**src/tsfp_pkg.sv**
```systemverilog
// Shared types and constants of the tagged sensor frame parser.
package tsfp_pkg;

  localparam int unsigned RECORD_BYTES = 12;
  localparam int unsigned STAMP_BYTES  = 8;
  localparam int unsigned PULSE_END    = 10;
  localparam int unsigned RATE_BYTES   = 2;
  localparam int unsigned QUEUE_DEPTH  = 4;

  localparam logic [1:0] REG_MODE_TAG   = 2'd0;
  localparam logic [1:0] REG_MOOD_TAG   = 2'd1;
  localparam logic [1:0] REG_RATE_TAG   = 2'd2;
  localparam logic [1:0] REG_RECORD_TAG = 2'd3;

  typedef enum logic [1:0] {
    KIND_RECORD = 2'd0,
    KIND_ACCEPT = 2'd1,
    KIND_REJECT = 2'd2
  } tsfp_kind_e;

  typedef enum logic [1:0] {
    ERR_ORDER     = 2'd0,
    ERR_UNKNOWN   = 2'd1,
    ERR_TRUNCATED = 2'd2,
    ERR_NO_END    = 2'd3
  } tsfp_err_e;

  typedef struct packed {
    logic [7:0] mode_tag;
    logic [7:0] mood_tag;
    logic [7:0] rate_tag;
    logic [7:0] record_tag;
  } tsfp_tags_t;

  typedef struct packed {
    tsfp_kind_e  result_kind;
    logic [63:0] timestamp_ms;
    logic [15:0] heart_rate;
    logic [15:0] step_count;
    logic [7:0]  mode_value;
    logic [7:0]  mood_value;
    logic [15:0] average_rate;
    tsfp_err_e   error_code;
    logic        last_of_run;
  } tsfp_result_t;

endpackage

```
**src/tsfp_core.sv**
```systemverilog
// Frame parse state machine: consumes one byte per step and forms up to two results.
module tsfp_core
  import tsfp_pkg::*;
(
  input  logic         clk_i,
  input  logic         rst_ni,
  input  logic         step_i,
  input  logic [7:0]   byte_value_i,
  input  logic         frame_end_i,
  input  tsfp_tags_t   tags_i,
  output logic [1:0]   res_count_o,
  output tsfp_result_t res0_o,
  output tsfp_result_t res1_o
);

  typedef enum logic [2:0] {
    PH_MODE_TAG   = 3'd0,
    PH_MODE_BYTE  = 3'd1,
    PH_MOOD_TAG   = 3'd2,
    PH_MOOD_BYTE  = 3'd3,
    PH_RATE_TAG   = 3'd4,
    PH_RATE_BYTES = 3'd5,
    PH_REC_TAG    = 3'd6,
    PH_REC_BYTES  = 3'd7
  } tsfp_phase_e;

  tsfp_phase_e  phase_q, phase_d;
  logic [3:0]   cnt_q, cnt_d, cnt_inc;
  logic         disc_q, disc_d;
  logic [7:0]   mode_q, mode_d, mood_q, mood_d;
  logic [15:0]  rate_q, rate_d;
  logic [63:0]  stamp_q, stamp_d;
  logic [15:0]  pulse_q, pulse_d, steps_q, steps_d;
  logic [7:0]   exp_tag;
  logic         tag_known;
  logic         rec_v, acc_v, err_v;
  tsfp_err_e    err_code;
  tsfp_result_t rec_res, acc_res, err_res;

  always_comb begin
    unique case (phase_q[2:1])
      2'd0: exp_tag = tags_i.mode_tag;
      2'd1: exp_tag = tags_i.mood_tag;
      2'd2: exp_tag = tags_i.rate_tag;
      default: exp_tag = tags_i.record_tag;
    endcase
  end

  assign tag_known = (byte_value_i == tags_i.mode_tag) || (byte_value_i == tags_i.mood_tag) ||
                     (byte_value_i == tags_i.rate_tag) || (byte_value_i == tags_i.record_tag);
  assign cnt_inc = cnt_q + 4'd1;

  always_comb begin
    phase_d  = phase_q;
    cnt_d    = cnt_q;
    disc_d   = disc_q;
    mode_d   = mode_q;
    mood_d   = mood_q;
    rate_d   = rate_q;
    stamp_d  = stamp_q;
    pulse_d  = pulse_q;
    steps_d  = steps_q;
    rec_v    = 1'b0;
    acc_v    = 1'b0;
    err_v    = 1'b0;
    err_code = ERR_ORDER;
    if (disc_q) begin
      if (frame_end_i) begin
        disc_d  = 1'b0;
        phase_d = PH_MODE_TAG;
        cnt_d   = '0;
      end
    end else begin
      unique case (phase_q)
        PH_MODE_TAG, PH_MOOD_TAG, PH_RATE_TAG, PH_REC_TAG: begin
          if (byte_value_i == exp_tag) begin
            cnt_d = '0;
            if (phase_q == PH_REC_TAG) begin
              if (frame_end_i) begin
                acc_v = 1'b1;
              end else begin
                phase_d = PH_REC_BYTES;
              end
            end else if (frame_end_i) begin
              err_v    = 1'b1;
              err_code = ERR_TRUNCATED;
            end else begin
              phase_d = tsfp_phase_e'(phase_q + 3'd1);
            end
          end else begin
            err_v    = 1'b1;
            err_code = tag_known ? ERR_ORDER : ERR_UNKNOWN;
            disc_d   = !frame_end_i;
          end
        end
        PH_MODE_BYTE: begin
          mode_d  = byte_value_i;
          phase_d = PH_MOOD_TAG;
          if (frame_end_i) begin
            err_v    = 1'b1;
            err_code = ERR_NO_END;
          end
        end
        PH_MOOD_BYTE: begin
          mood_d  = byte_value_i;
          phase_d = PH_RATE_TAG;
          if (frame_end_i) begin
            err_v    = 1'b1;
            err_code = ERR_NO_END;
          end
        end
        PH_RATE_BYTES: begin
          rate_d = {rate_q[7:0], byte_value_i};
          cnt_d  = cnt_inc;
          if (cnt_inc >= 4'(RATE_BYTES)) begin
            phase_d = PH_REC_TAG;
            cnt_d   = '0;
            if (frame_end_i) begin
              err_v    = 1'b1;
              err_code = ERR_NO_END;
            end
          end else if (frame_end_i) begin
            err_v    = 1'b1;
            err_code = ERR_TRUNCATED;
          end
        end
        PH_REC_BYTES: begin
          if (cnt_q < 4'(STAMP_BYTES)) begin
            stamp_d = {stamp_q[55:0], byte_value_i};
          end else if (cnt_q < 4'(PULSE_END)) begin
            pulse_d = {pulse_q[7:0], byte_value_i};
          end else begin
            steps_d = {steps_q[7:0], byte_value_i};
          end
          cnt_d = cnt_inc;
          if (cnt_inc >= 4'(RECORD_BYTES)) begin
            rec_v   = 1'b1;
            phase_d = PH_REC_TAG;
            cnt_d   = '0;
            if (frame_end_i) begin
              err_v    = 1'b1;
              err_code = ERR_NO_END;
            end
          end else if (frame_end_i) begin
            err_v    = 1'b1;
            err_code = ERR_TRUNCATED;
          end
        end
        default: begin
          phase_d = PH_MODE_TAG;
        end
      endcase
      // An error on the final byte never starts discarding, so the frame always closes here.
      if (frame_end_i) begin
        phase_d = PH_MODE_TAG;
        cnt_d   = '0;
      end
    end
  end

  always_comb begin
    rec_res              = '0;
    rec_res.result_kind  = KIND_RECORD;
    rec_res.timestamp_ms = stamp_d;
    rec_res.heart_rate   = pulse_d;
    rec_res.step_count   = steps_d;
    acc_res              = '0;
    acc_res.result_kind  = KIND_ACCEPT;
    acc_res.mode_value   = mode_q;
    acc_res.mood_value   = mood_q;
    acc_res.average_rate = rate_q;
    acc_res.last_of_run  = 1'b1;
    err_res              = '0;
    err_res.result_kind  = KIND_REJECT;
    err_res.error_code   = err_code;
    err_res.last_of_run  = 1'b1;
    res0_o      = '0;
    res1_o      = '0;
    res_count_o = 2'd0;
    if (rec_v) begin
      res0_o = rec_res;
      if (err_v) begin
        res1_o      = err_res;
        res_count_o = 2'd2;
      end else begin
        res0_o.last_of_run = 1'b1;
        res_count_o        = 2'd1;
      end
    end else if (acc_v) begin
      res0_o      = acc_res;
      res_count_o = 2'd1;
    end else if (err_v) begin
      res0_o      = err_res;
      res_count_o = 2'd1;
    end
  end

  always_ff @(posedge clk_i or negedge rst_ni) begin
    if (!rst_ni) begin
      phase_q <= PH_MODE_TAG;
      cnt_q   <= '0;
      disc_q  <= 1'b0;
      mode_q  <= '0;
      mood_q  <= '0;
      rate_q  <= '0;
      stamp_q <= '0;
      pulse_q <= '0;
      steps_q <= '0;
    end else if (step_i) begin
      phase_q <= phase_d;
      cnt_q   <= cnt_d;
      disc_q  <= disc_d;
      mode_q  <= mode_d;
      mood_q  <= mood_d;
      rate_q  <= rate_d;
      stamp_q <= stamp_d;
      pulse_q <= pulse_d;
      steps_q <= steps_d;
    end
  end

endmodule

```
**src/tsfp_out_queue.sv**
```systemverilog
// Result queue that takes up to two results per cycle and hands out one.
module tsfp_out_queue
  import tsfp_pkg::*;
(
  input  logic         clk_i,
  input  logic         rst_ni,
  input  logic [1:0]   push_count_i,
  input  tsfp_result_t push0_i,
  input  tsfp_result_t push1_i,
  input  logic         pop_i,
  output tsfp_result_t head_o,
  output logic         not_empty_o,
  output logic         has_room_o,
  output logic [2:0]   fill_o
);

  localparam int unsigned PtrW = $clog2(QUEUE_DEPTH);

  tsfp_result_t          mem_q [QUEUE_DEPTH];
  logic [PtrW-1:0]       rd_q, wr_q, wr_next;
  logic [2:0]            cnt_q;

  assign wr_next     = wr_q + PtrW'(1);
  assign head_o      = mem_q[rd_q];
  assign not_empty_o = (cnt_q != 3'd0);
  assign has_room_o  = (cnt_q <= 3'(QUEUE_DEPTH - 2));
  assign fill_o      = cnt_q;

  always_ff @(posedge clk_i) begin
    if (push_count_i != 2'd0) begin
      mem_q[wr_q] <= push0_i;
    end
    if (push_count_i == 2'd2) begin
      mem_q[wr_next] <= push1_i;
    end
  end

  always_ff @(posedge clk_i or negedge rst_ni) begin
    if (!rst_ni) begin
      rd_q  <= '0;
      wr_q  <= '0;
      cnt_q <= '0;
    end else begin
      wr_q  <= wr_q + PtrW'(push_count_i);
      rd_q  <= rd_q + PtrW'(pop_i);
      cnt_q <= cnt_q + 3'(push_count_i) - 3'(pop_i);
    end
  end

endmodule

```
**src/tagged_sensor_frame_parser.sv**
```systemverilog
// Top level of the tagged sensor frame parser: input register, tag registers, parser, queue.
// The input register holds an accepted word until the queue has room for two results; the
// parser then consumes it and writes its results into the queue, whose head drives the outputs.
// Throughput: one word per cycle while the queue has room and each word yields at most one result;
// a word with two results leaves through the single read port of the result queue one at a time.
// Reset clears the parse state and the queue and loads the tag registers with 1, 2, 3 and 4.
module tagged_sensor_frame_parser
  import tsfp_pkg::*;
(
  input  logic        clk_i,
  input  logic        rst_ni,
  input  logic        cfg_we_i,
  input  logic [1:0]  cfg_index_i,
  input  logic [7:0]  cfg_data_i,
  input  logic        in_valid_i,
  output logic        in_stall_o,
  input  logic [7:0]  byte_value_i,
  input  logic        frame_end_i,
  output logic        out_valid_o,
  input  logic        out_stall_i,
  output logic [1:0]  result_kind_o,
  output logic [63:0] timestamp_ms_o,
  output logic [15:0] heart_rate_o,
  output logic [15:0] step_count_o,
  output logic [7:0]  mode_value_o,
  output logic [7:0]  mood_value_o,
  output logic [15:0] average_rate_o,
  output logic [1:0]  error_code_o,
  output logic        last_of_run_o
);

  tsfp_tags_t   tags_q;
  logic         stage_v_q;
  logic [7:0]   stage_byte_q;
  logic         stage_end_q;
  logic         in_accept, advance, room, pop;
  logic [1:0]   res_count, push_count;
  tsfp_result_t res0, res1, head;
  logic [2:0]   fill;

  assign advance    = stage_v_q && room;
  assign in_stall_o = stage_v_q && !room;
  assign in_accept  = in_valid_i && !in_stall_o;
  assign push_count = advance ? res_count : 2'd0;
  assign pop        = out_valid_o && !out_stall_i;

  always_ff @(posedge clk_i or negedge rst_ni) begin
    if (!rst_ni) begin
      tags_q <= '{mode_tag: 8'd1, mood_tag: 8'd2, rate_tag: 8'd3, record_tag: 8'd4};
    end else if (cfg_we_i) begin
      unique case (cfg_index_i)
        REG_MODE_TAG:   tags_q.mode_tag   <= cfg_data_i;
        REG_MOOD_TAG:   tags_q.mood_tag   <= cfg_data_i;
        REG_RATE_TAG:   tags_q.rate_tag   <= cfg_data_i;
        REG_RECORD_TAG: tags_q.record_tag <= cfg_data_i;
        default:        tags_q            <= tags_q;
      endcase
    end
  end

  always_ff @(posedge clk_i or negedge rst_ni) begin
    if (!rst_ni) begin
      stage_v_q <= 1'b0;
    end else begin
      stage_v_q <= in_accept || (stage_v_q && !advance);
    end
  end

  always_ff @(posedge clk_i) begin
    if (in_accept) begin
      stage_byte_q <= byte_value_i;
      stage_end_q  <= frame_end_i;
    end
  end

  tsfp_core u_core (
    .clk_i        (clk_i),
    .rst_ni       (rst_ni),
    .step_i       (advance),
    .byte_value_i (stage_byte_q),
    .frame_end_i  (stage_end_q),
    .tags_i       (tags_q),
    .res_count_o  (res_count),
    .res0_o       (res0),
    .res1_o       (res1)
  );

  tsfp_out_queue u_queue (
    .clk_i        (clk_i),
    .rst_ni       (rst_ni),
    .push_count_i (push_count),
    .push0_i      (res0),
    .push1_i      (res1),
    .pop_i        (pop),
    .head_o       (head),
    .not_empty_o  (out_valid_o),
    .has_room_o   (room),
    .fill_o       (fill)
  );

  assign result_kind_o  = head.result_kind;
  assign timestamp_ms_o = head.timestamp_ms;
  assign heart_rate_o   = head.heart_rate;
  assign step_count_o   = head.step_count;
  assign mode_value_o   = head.mode_value;
  assign mood_value_o   = head.mood_value;
  assign average_rate_o = head.average_rate;
  assign error_code_o   = head.error_code;
  assign last_of_run_o  = head.last_of_run;

  assert property (@(posedge clk_i) disable iff (!rst_ni)
    fill <= 3'(QUEUE_DEPTH))
    else $error("Result queue holds more entries than it has.");

  assert property (@(posedge clk_i) disable iff (!rst_ni)
    (pop && !last_of_run_o) |=> out_valid_o)
    else $error("The second result of a word did not follow the first.");

  assert property (@(posedge clk_i) disable iff (!rst_ni)
    (out_valid_o && (result_kind_o == KIND_ACCEPT || result_kind_o == KIND_REJECT))
      |-> last_of_run_o)
    else $error("A frame verdict was not the final result of its word.");

  assert property (@(posedge clk_i) disable iff (!rst_ni)
    (advance && res_count == 2'd2) |-> (res0.result_kind == KIND_RECORD))
    else $error("A word with two results did not start with a record.");

endmodule

```
**config.mk**
```make
export PLATFORM = sky130hd
export DESIGN_NAME = tagged_sensor_frame_parser
export DESIGN_NICKNAME = d
export VERILOG_FILES = /design/src/tsfp_pkg.sv /design/src/tsfp_core.sv /design/src/tsfp_out_queue.sv /design/src/tagged_sensor_frame_parser.sv
export SDC_FILE = /design/constraint.sdc
export NUM_CORES = 1
export LEC_CHECK = 0
export BUFFER_PORTS_ARGS = -buffer_cell sky130_fd_sc_hd__buf_2
export CORE_ASPECT_RATIO = 1.25
export CORE_MARGIN = 3
export CORE_UTILIZATION = 58
export CTS_BUF_LIST = sky130_fd_sc_hd__clkbuf_8
export CTS_CLUSTER_DIAMETER = 150
export DETAILED_ROUTE_END_ITERATION = 8
export PLACE_DENSITY_LB_ADDON = 0.1
export RECOVER_POWER = 50
export SLEW_MARGIN = 25
export SYNTH_ARGS = -nofsm -noshare
export SYNTH_HDL_FRONTEND = slang
export SYNTH_HIERARCHICAL = 1
export SYNTH_SLANG_ARGS = --single-unit
```
**constraint.sdc**
```tcl
create_clock -name clk_i -period 16.92 [get_ports clk_i]
set_clock_uncertainty 0.15 [all_clocks]
set_input_delay 3.384 -clock clk_i [delete_from_list [all_inputs] [get_ports clk_i]]
set_output_delay 3.384 -clock clk_i [all_outputs]
set_load 0.03 [all_outputs]
```
==> metrics.txt, run 1 <==
setup tns final=0 ns; Tcrit/Tclk final=51.4%; initial antenna violation count=11; part of the power in the clock network=slightly below 30%; outcome=complete, but fails checks; internal power=between 3 and 4 mW; EDFF count, synth=around 540; asr flop ratio synth=around 25%; Syn. warnings=6; clock period minus worst slack=~8.7 ns; commonest non-fill, non-tap cells in the layout=612 x mux2_2, 541 x edfxtp_1, 200 x nand2_1, 169 x dfrtp_1, 154 x buf_2; Die Y-Extent=around 290 um; M1 GR Usage=between 30% and 40%; Port Buffer Count=158; DPL Wire Length=47700 um; CP Launch Type=input pin; Most used DFF post-synth=edfxtp_1; commonest non-fill, non-tap cell in the layout=mux2_2; sequential power share=a little over two fifths; CTS tree=yes; Core Rows=roughly 100; post-CTS sizing=0; Setup CP Type=input pin to asynchronous set/reset pin; Cells after Synth=approximately 2300; RSZ-0062 raised after global routing=false; Seq/Total Area, Yosys=between 50% and 60%; Initial Util=between 50% and 60%; max-slew violations=roughly 600; synthesized flop and latch total=a little over 700; detailed-route DRC error count=0; Total Die Area=approximately 0.065 mm^2; first-pass detailed-route iteration total=5; H-tree Lvls=3; routing usage on met2=between 40% and 50%; largest net degree at the start of global routing=134; root buffer cell=clkbuf_8; Area Overhead vs Synth=8.53%; placed instance count=3188; routability cong.=between 0.7 and 0.8; routed length per placed instance=around 25 um; combinational share of power=about 28%; Worst VDD drop=about 0.089 mV; worst min path class=flop to flop; WP data arrival=between 9 and 10 ns; slew at the pin with the worst max-slew slack=~3.8 ns; fin cells=roughly 3400; CTS max path bufs=3; failing checks=capacitance limit, slew limit; leakage=about 16 nW; worst skew pair latency=0.71 ns; Worst EP required=around 17 ns; CP Max Fanout=between 60 and 70; via count of the first global-routing pass=between 20000 and 25000; Worst setup EP type=asynchronous set/reset pin; io pins=about 160; Clock Sinks=about 720; post-CTS setup buffer count=0; first-pass GRT wire length=130000 um; Total Routing Usage GR=a little over a quarter; post-synthesis cell type count=67; grt total ovfl=0; CTS Hold Bufs=0; GR Util met3=about 4.1%; Netlist Area Pre-Place=between 0.03 and 0.04 mm^2; initial drt markers=~1400; max cap viols=15; Die Span X=about 230 um; NetSw=approximately 1.7 mW; cts bufs inserted=approximately 110; R2R setup slack=9.05 ns; final hold vios=0; ANT nets after route=0; via count=~20000; number of nets in the layout=between 2000 and 3000; Switching Fraction=between 30 and 40%; Vias/cell=5.88; Rel. slew slack=-155%; core area=0.0613 mm^2; Power Density=129 mW/mm^2; share of layout cells above drive strength 1=43.3%; Final setup viols=0; final WL=around 84000 um; Worst-path clk slew=roughly 0.070 ns; global route hottest layer=met2; maximum clock rate=~0.11 GHz; syn avg cell area=approximately 16 um^2
registers in the layout (all words and copies together), names as in the netlist:
| signal | cells |
|---|---|
| stage_byte_q | 8 |
| stage_end_q | 1 |
| stage_v_q | 1 |
| tags_q | 32 |
| u_core/cnt_q | 4 |
| u_core/disc_q | 1 |
| u_core/mode_q | 8 |
| u_core/mood_q | 8 |
| u_core/phase_q | 3 |
| u_core/pulse_q | 16 |
| u_core/rate_q | 16 |
| u_core/stamp_q | 64 |
| u_core/steps_q | 16 |
| u_queue/fill_o | 3 |
| u_queue/mem_q | 532 |
| u_queue/rd_q | 2 |
| u_queue/wr_q | 2 |
routing by layer:
metal  vias to the layer above  wire [um]
li1                       8937          -
met1                     10400      34500
met2                       547      43200
met3                       128       4210
met4                        12       1880
met5                         -         76
cell usage after synthesis, types with 3 or more instances:
master,count,share of area (%)
nand3_1,3,0.042
xnor2_1,45,1.1
nand4_1,8,0.14
buf_6,5,0.16
a21oi_1,101,1.4
edfxtp_1,541,45
clkbuf_1,58,0.60
inv_1,10,0.10
o21ai_0,4,0.055
ha_1,7,0.24
mux2_1,78,2.4
nand2b_1,4,0.069
o22ai_1,3,0.052
dfstp_2,5,0.36
nand2_1,201,2.1
or3_1,3,0.052
and3_1,3,0.052
dfrtp_1,171,12
mux4_2,141,8.8
mux2_4,3,0.12
buf_4,146,3.0
and2_1,38,0.66
mux2_2,614,19
nor2_1,10,0.10
buf_2,71,0.98
buf_1,7,0.073
area by class of cell:
| cell class | count | area (um^2) |
|---|---|---|
| timing repair buffer | 194 | 1060 |
| fill | 4572 | 22000 |
| antenna | 5 | 12.5 |
| tap | 824 | 1030 |
| inverter | 11 | 41.3 |
| clock inverter | 84 | 551 |
| multi-input combinational | 1444 | 14100 |
| clock buffer | 128 | 1760 |
| sequential | 717 | 20700 |
final timing paths:
kind | start | end | depth (start not counted)
max in group clk_i | u_core/phase_q[1] | u_queue/mem_q[3][91] | 11
worst max-delay path | rst_ni | u_queue/rd_q[1] | 3
min in group asynchronous | rst_ni | u_core/pulse_q[9] | 1
worst min-delay path | u_core/pulse_q[12] | u_core/pulse_q[12] | 1
worst min register to register | u_core/pulse_q[12] | u_core/pulse_q[12] | 1
worst max register to register | u_core/phase_q[1] | u_queue/mem_q[3][91] | 11
per-stage QoR:
step	hold slack (ns)	power (mW)	util [%]	instance area, um^2	setup slack, ns
after floorplan	0.314	3.23	-	36600	3.94
after global placement	0.325	3.60	60.5	37100	10.21
after detailed placement	0.335	3.62	60.5	37100	10.16
after CTS	0.350	5.11	64.3	39400	9.36
after global routing	0.357	5.26	64.0	39200	6.98
final	0.344	5.05	64.0	39200	8.22
kinds of logic after synthesis:
group	after synthesis	synth area share, %
compound gates	123	1.89
xor+xnor	47	1.14
other cells	1	0.0104
simple gates	299	4.03
buf+inv	300	5.01
flops	717	57.1
fa+ha+maj	8	0.298
mux	838	30.5
power groups by stage:
stage | sequential, mW | combinational, mW | clock [mW]
floorplan | 2.15 | 1.08 | 0
global placement | 2.19 | 1.41 | 0
detailed placement | 2.19 | 1.42 | 0
CTS | 2.16 | 1.43 | 1.53
global route | 2.18 | 1.48 | 1.61
finish | 2.16 | 1.39 | 1.49
critical path: stages:
cell and delay [ns]:
clkbuf_1 2.28, clkbuf_1 2.51, buf_4 0.96
Power figures use the tool's default switching activity.
==> run 2: changes to the inputs <==
--- a/config.mk
+++ b/config.mk
@@ -5,6 +5,7 @@
 export SDC_FILE = /design/constraint.sdc
 export NUM_CORES = 1
 export LEC_CHECK = 0
+export ABC_AREA = 1
 export BUFFER_PORTS_ARGS = -buffer_cell sky130_fd_sc_hd__buf_2
 export CORE_ASPECT_RATIO = 1.25
 export CORE_MARGIN = 3
==> constraint.sdc (replaced) <==
create_clock -name clk_i -period 7.3 [get_ports clk_i]
set_clock_uncertainty 0.15 [all_clocks]
set_input_delay 1.46 -clock clk_i [delete_from_list [all_inputs] [get_ports clk_i]]
set_output_delay 1.46 -clock clk_i [all_outputs]
set_load 0.03 [all_outputs]
==> metrics.txt, run 2 <==
outcome=complete, but fails checks (unchanged); failing checks=capacitance limit, slew limit (unchanged); fin area=0.0430 mm^2 (was 0.0392 mm^2); asr flop ratio synth=24.5% (unchanged); multi-input logic area=0.0157 mm^2 (was 0.0141 mm^2); share of layout cells above drive strength 1=8.48% (was 43.3%); final hold vios=0 (unchanged); max reg flops=532 (unchanged); worst skew pair latency=0.73 ns (was 0.71 ns); via count=33400 (was 20000); Total Routing Usage GR=30.2% (was 26.2%); core area=0.0685 mm^2 (was 0.0613 mm^2); met1 WL=44500 um (was 34500 um); commonest non-fill, non-tap cells in the layout=2079 x nand2_1, 708 x nand3_1, 577 x inv_1, 541 x edfxtp_1, 192 x nor2_1 (was 612 x mux2_2, 541 x edfxtp_1, 200 x nand2_1, 169 x dfrtp_1, 154 x buf_2); Tcrit/Tclk final=between 90% and 100%; maximum clock rate=0.151 GHz; fin cells=6224 (was 3407); root buffer cell=clkbuf_8 (unchanged); CTS Hold Bufs=0 (unchanged); CP max-delay cell=clkbuf_2 (was clkbuf_1); Setup CP Type=flop to output pin (was input pin to asynchronous set/reset pin); Worst VDD drop=0.250 mV (was 0.0890 mV); routability cong.=0.845 (was 0.786); leakage=20.8 nW (was 15.7 nW); CP Launch Type=flop (was input pin); initial antenna violation count=1 (was 11); WP data arrival=5.03 ns (was 9.21 ns); number of nets in the layout=5227 (was 2511); total power=13.8 mW (was 5.05 mW); max-slew violations=563 (was 610); Initial Util=58.9% (was 59.0%); final WL=111000 um (was 84000 um); Syn. warnings=6 (unchanged); top-area cell type share of the netlist area=40.2% (was 44.9%); synth top area cells=edfxtp_1 40%, nand2_1 19%, dfrtp_1 11% (was edfxtp_1 45%, mux2_2 19%, dfrtp_1 12%); Port Buffer Count=158 (unchanged); ANT nets after route=0 (unchanged); met2 routed WL=53500 um (was 43200 um); CP peak stage delay=1.57 ns (was 2.51 ns); placed instance count=6004 (was 3188); Die Span X=242 um (was 229 um); cts bufs inserted=113 (was 111); RSZ-0062 raised after global routing=false (unchanged); EDFF count, synth=541 (unchanged); Hold Path Origin=u_core/rate_q[2] (was u_core/pulse_q[12]); Core Rows=107 (was 101); Die Y-Extent=301 um (was 285 um); DPL Wire Length=60200 um (was 47700 um); CP Max Fanout=61 (was 62); first-pass GRT wire length=175000 um (was 130000 um); Total Die Area=0.0729 mm^2 (was 0.0654 mm^2); Clock Sinks=717 (unchanged); met3 wire len=9080 um (was 4210 um); largest net degree at the start of global routing=240 (was 134); setup tns final=0 ns (unchanged); Vias/cell=5.37 (was 5.88); Worst-path clk slew=0.07 ns (about the same); worst setup path start=u_queue/rd_q[1] (was rst_ni); Post-synth top cells=2084 x nand2_1, 705 x nand3_1, 541 x edfxtp_1 (was 614 x mux2_2, 541 x edfxtp_1, 201 x nand2_1); CTS max path bufs=3 (unchanged); synthesized flop and latch total=717 (unchanged); Worst setup EP type=output pin (was asynchronous set/reset pin); post-CTS setup buffer count=0 (unchanged); Worst EP required=5.69 ns (was 17.42 ns); clock period minus worst slack=~6.6 ns; Rel. slew slack=-252% (was -155%); register area=0.0207 mm^2 (about the same); detailed-route DRC error count=0 (unchanged); critical path, cell by cell=clkbuf_2 -> buf_4 -> nand3_1 -> nand2_1 -> clkbuf_1 (was clkbuf_1 -> clkbuf_1 -> buf_4); initial drt markers=2969 (was 1383); Power Density=322 mW/mm^2 (was 129 mW/mm^2); most common cell in the netlist=nand2_1 (was mux2_2); H-tree Lvls=3 (unchanged); post-placement cell area=0.0409 mm^2 (was 0.0371 mm^2); reg-to-reg startpoint=u_core/phase_q[1] (unchanged); slew at the pin with the worst max-slew slack=5.28 ns (was 3.83 ns); routed length per placed instance=17.8 um (was 24.6 um); commonest non-fill, non-tap cell in the layout=nand2_1 (was mux2_2); Final setup viols=0 (unchanged); post-synth top area cell=edfxtp_1 (unchanged); Fill cells=6206 (was 4572); max cap viols=8 (was 15); Top Registers=u_queue/mem_q (532), u_core/stamp_q (64), tags_q (32) (unchanged); highest routed layer=met4 (was met5); Netlist Area Pre-Place=0.0404 mm^2 (was 0.0362 mm^2); io pins=159 (unchanged); post-CTS sizing=0 (unchanged); worst min path class=flop to flop (unchanged); via count of the first global-routing pass=31800 (was 21400); Area Overhead vs Synth=6.32% (was 8.53%); CTS tree=yes (unchanged); grt total ovfl=0 (unchanged); first-pass detailed-route iteration total=6 (was 5); Biggest register=u_queue/mem_q (unchanged); Most used DFF post-synth=edfxtp_1 (unchanged); syn avg cell area=7.76 um^2 (was 15.5 um^2); post-synthesis cell type count=41 (was 67); Cells after Synth=5205 (was 2333); Seq/Total Area, Yosys=51.1% (was 57.1%)
==> run 2: changes by cell type after synthesis, moves of 132 or more <==
| cell | change |
|---|---|
| or2_2 | +132 |
| mux4_2 | -141 |
| inv_1 | +523 |
| nand3_1 | +702 |
| mux2_2 | -614 |
| nand2_1 | +1883 |
| nor2_1 | +181 |
==> run 2: kinds of logic (layout without fill, tap and decap cells) <==
| group | after synthesis | count (layout) | share of synthesized area, % |
|---|---|---|---|
| compound gates | 238 | 238 | 2.98 |
| xor+xnor | 28 | 28 | 0.607 |
| fa+ha+maj | 8 | 8 | 0.266 |
| buf+inv | 998 | 961 | 11.2 |
| flops | 717 | 717 | 51.1 |
| other cells | 1 | 131 | 0.00928 |
| simple gates | 3215 | 3215 | 33.8 |
==> run 2: metrics by stage <==
stage               worst slack, ns  util (%)  hold WS [ns]
CTS                            1.47      63.0         0.322
finish                        0.659      62.7         0.323
global placement               1.65      59.7         0.316
detailed placement             1.48      59.7         0.323
floorplan                      1.03         -         0.303
global route                  0.518      62.7         0.349
==> run 2: critical path: cells and delay by family (launching register included) <==
kind / cells / cell delay (ns)
flip-flops: 1 / 1.19
AND/OR/NAND/NOR: 2 / 0.33
buffers and inverters: 3 / 2.75
==> run 2: report_power, final <==
| part | switching (mW) | internal, mW |
|---|---|---|
| sequential | 0.254 | 4.82 |
| clock | 1.63 | 1.73 |
| combinational | 4.22 | 1.17 |
==> run 2: final cells by class <==
| class | count | area share, % |
|---|---|---|
| Sequential cell | 717 | 48.1 |
| Clock buffer | 133 | 4.26 |
| Clock inverter | 83 | 0.958 |
| Timing Repair Buffer | 202 | 2.55 |
| Inverter | 543 | 4.82 |
| Antenna cell | 2 | 0.0116 |
| Multi-Input combinational cell | 3618 | 36.6 |
| Tap cell | 926 | 2.70 |
==> run 2: layer usage <==
layer / global-route usage, % / vias up
li1: - / 16200
met1: 39.2 / 15600
met2: 51.9 / 1392
met3: 4.11 / 250
met4: 11.6 / 0
met5: 0 / -
==> run 2: path summary, 6_finish.rpt <==
check / endpoint / cells after the start / slack, ns
setup / recovery: timestamp_ms_o[41] / 5 / 0.66
hold / removal: u_core/rate_q[10] / 2 / 0.32
setup reg to reg: u_queue/mem_q[2][119] / 20 / 0.97
hold reg to reg: u_core/rate_q[10] / 2 / 0.32
max in group asynchronous: u_core/stamp_q[63] / 1 / 1.49
min in group asynchronous: u_core/pulse_q[3] / 1 / 2.53
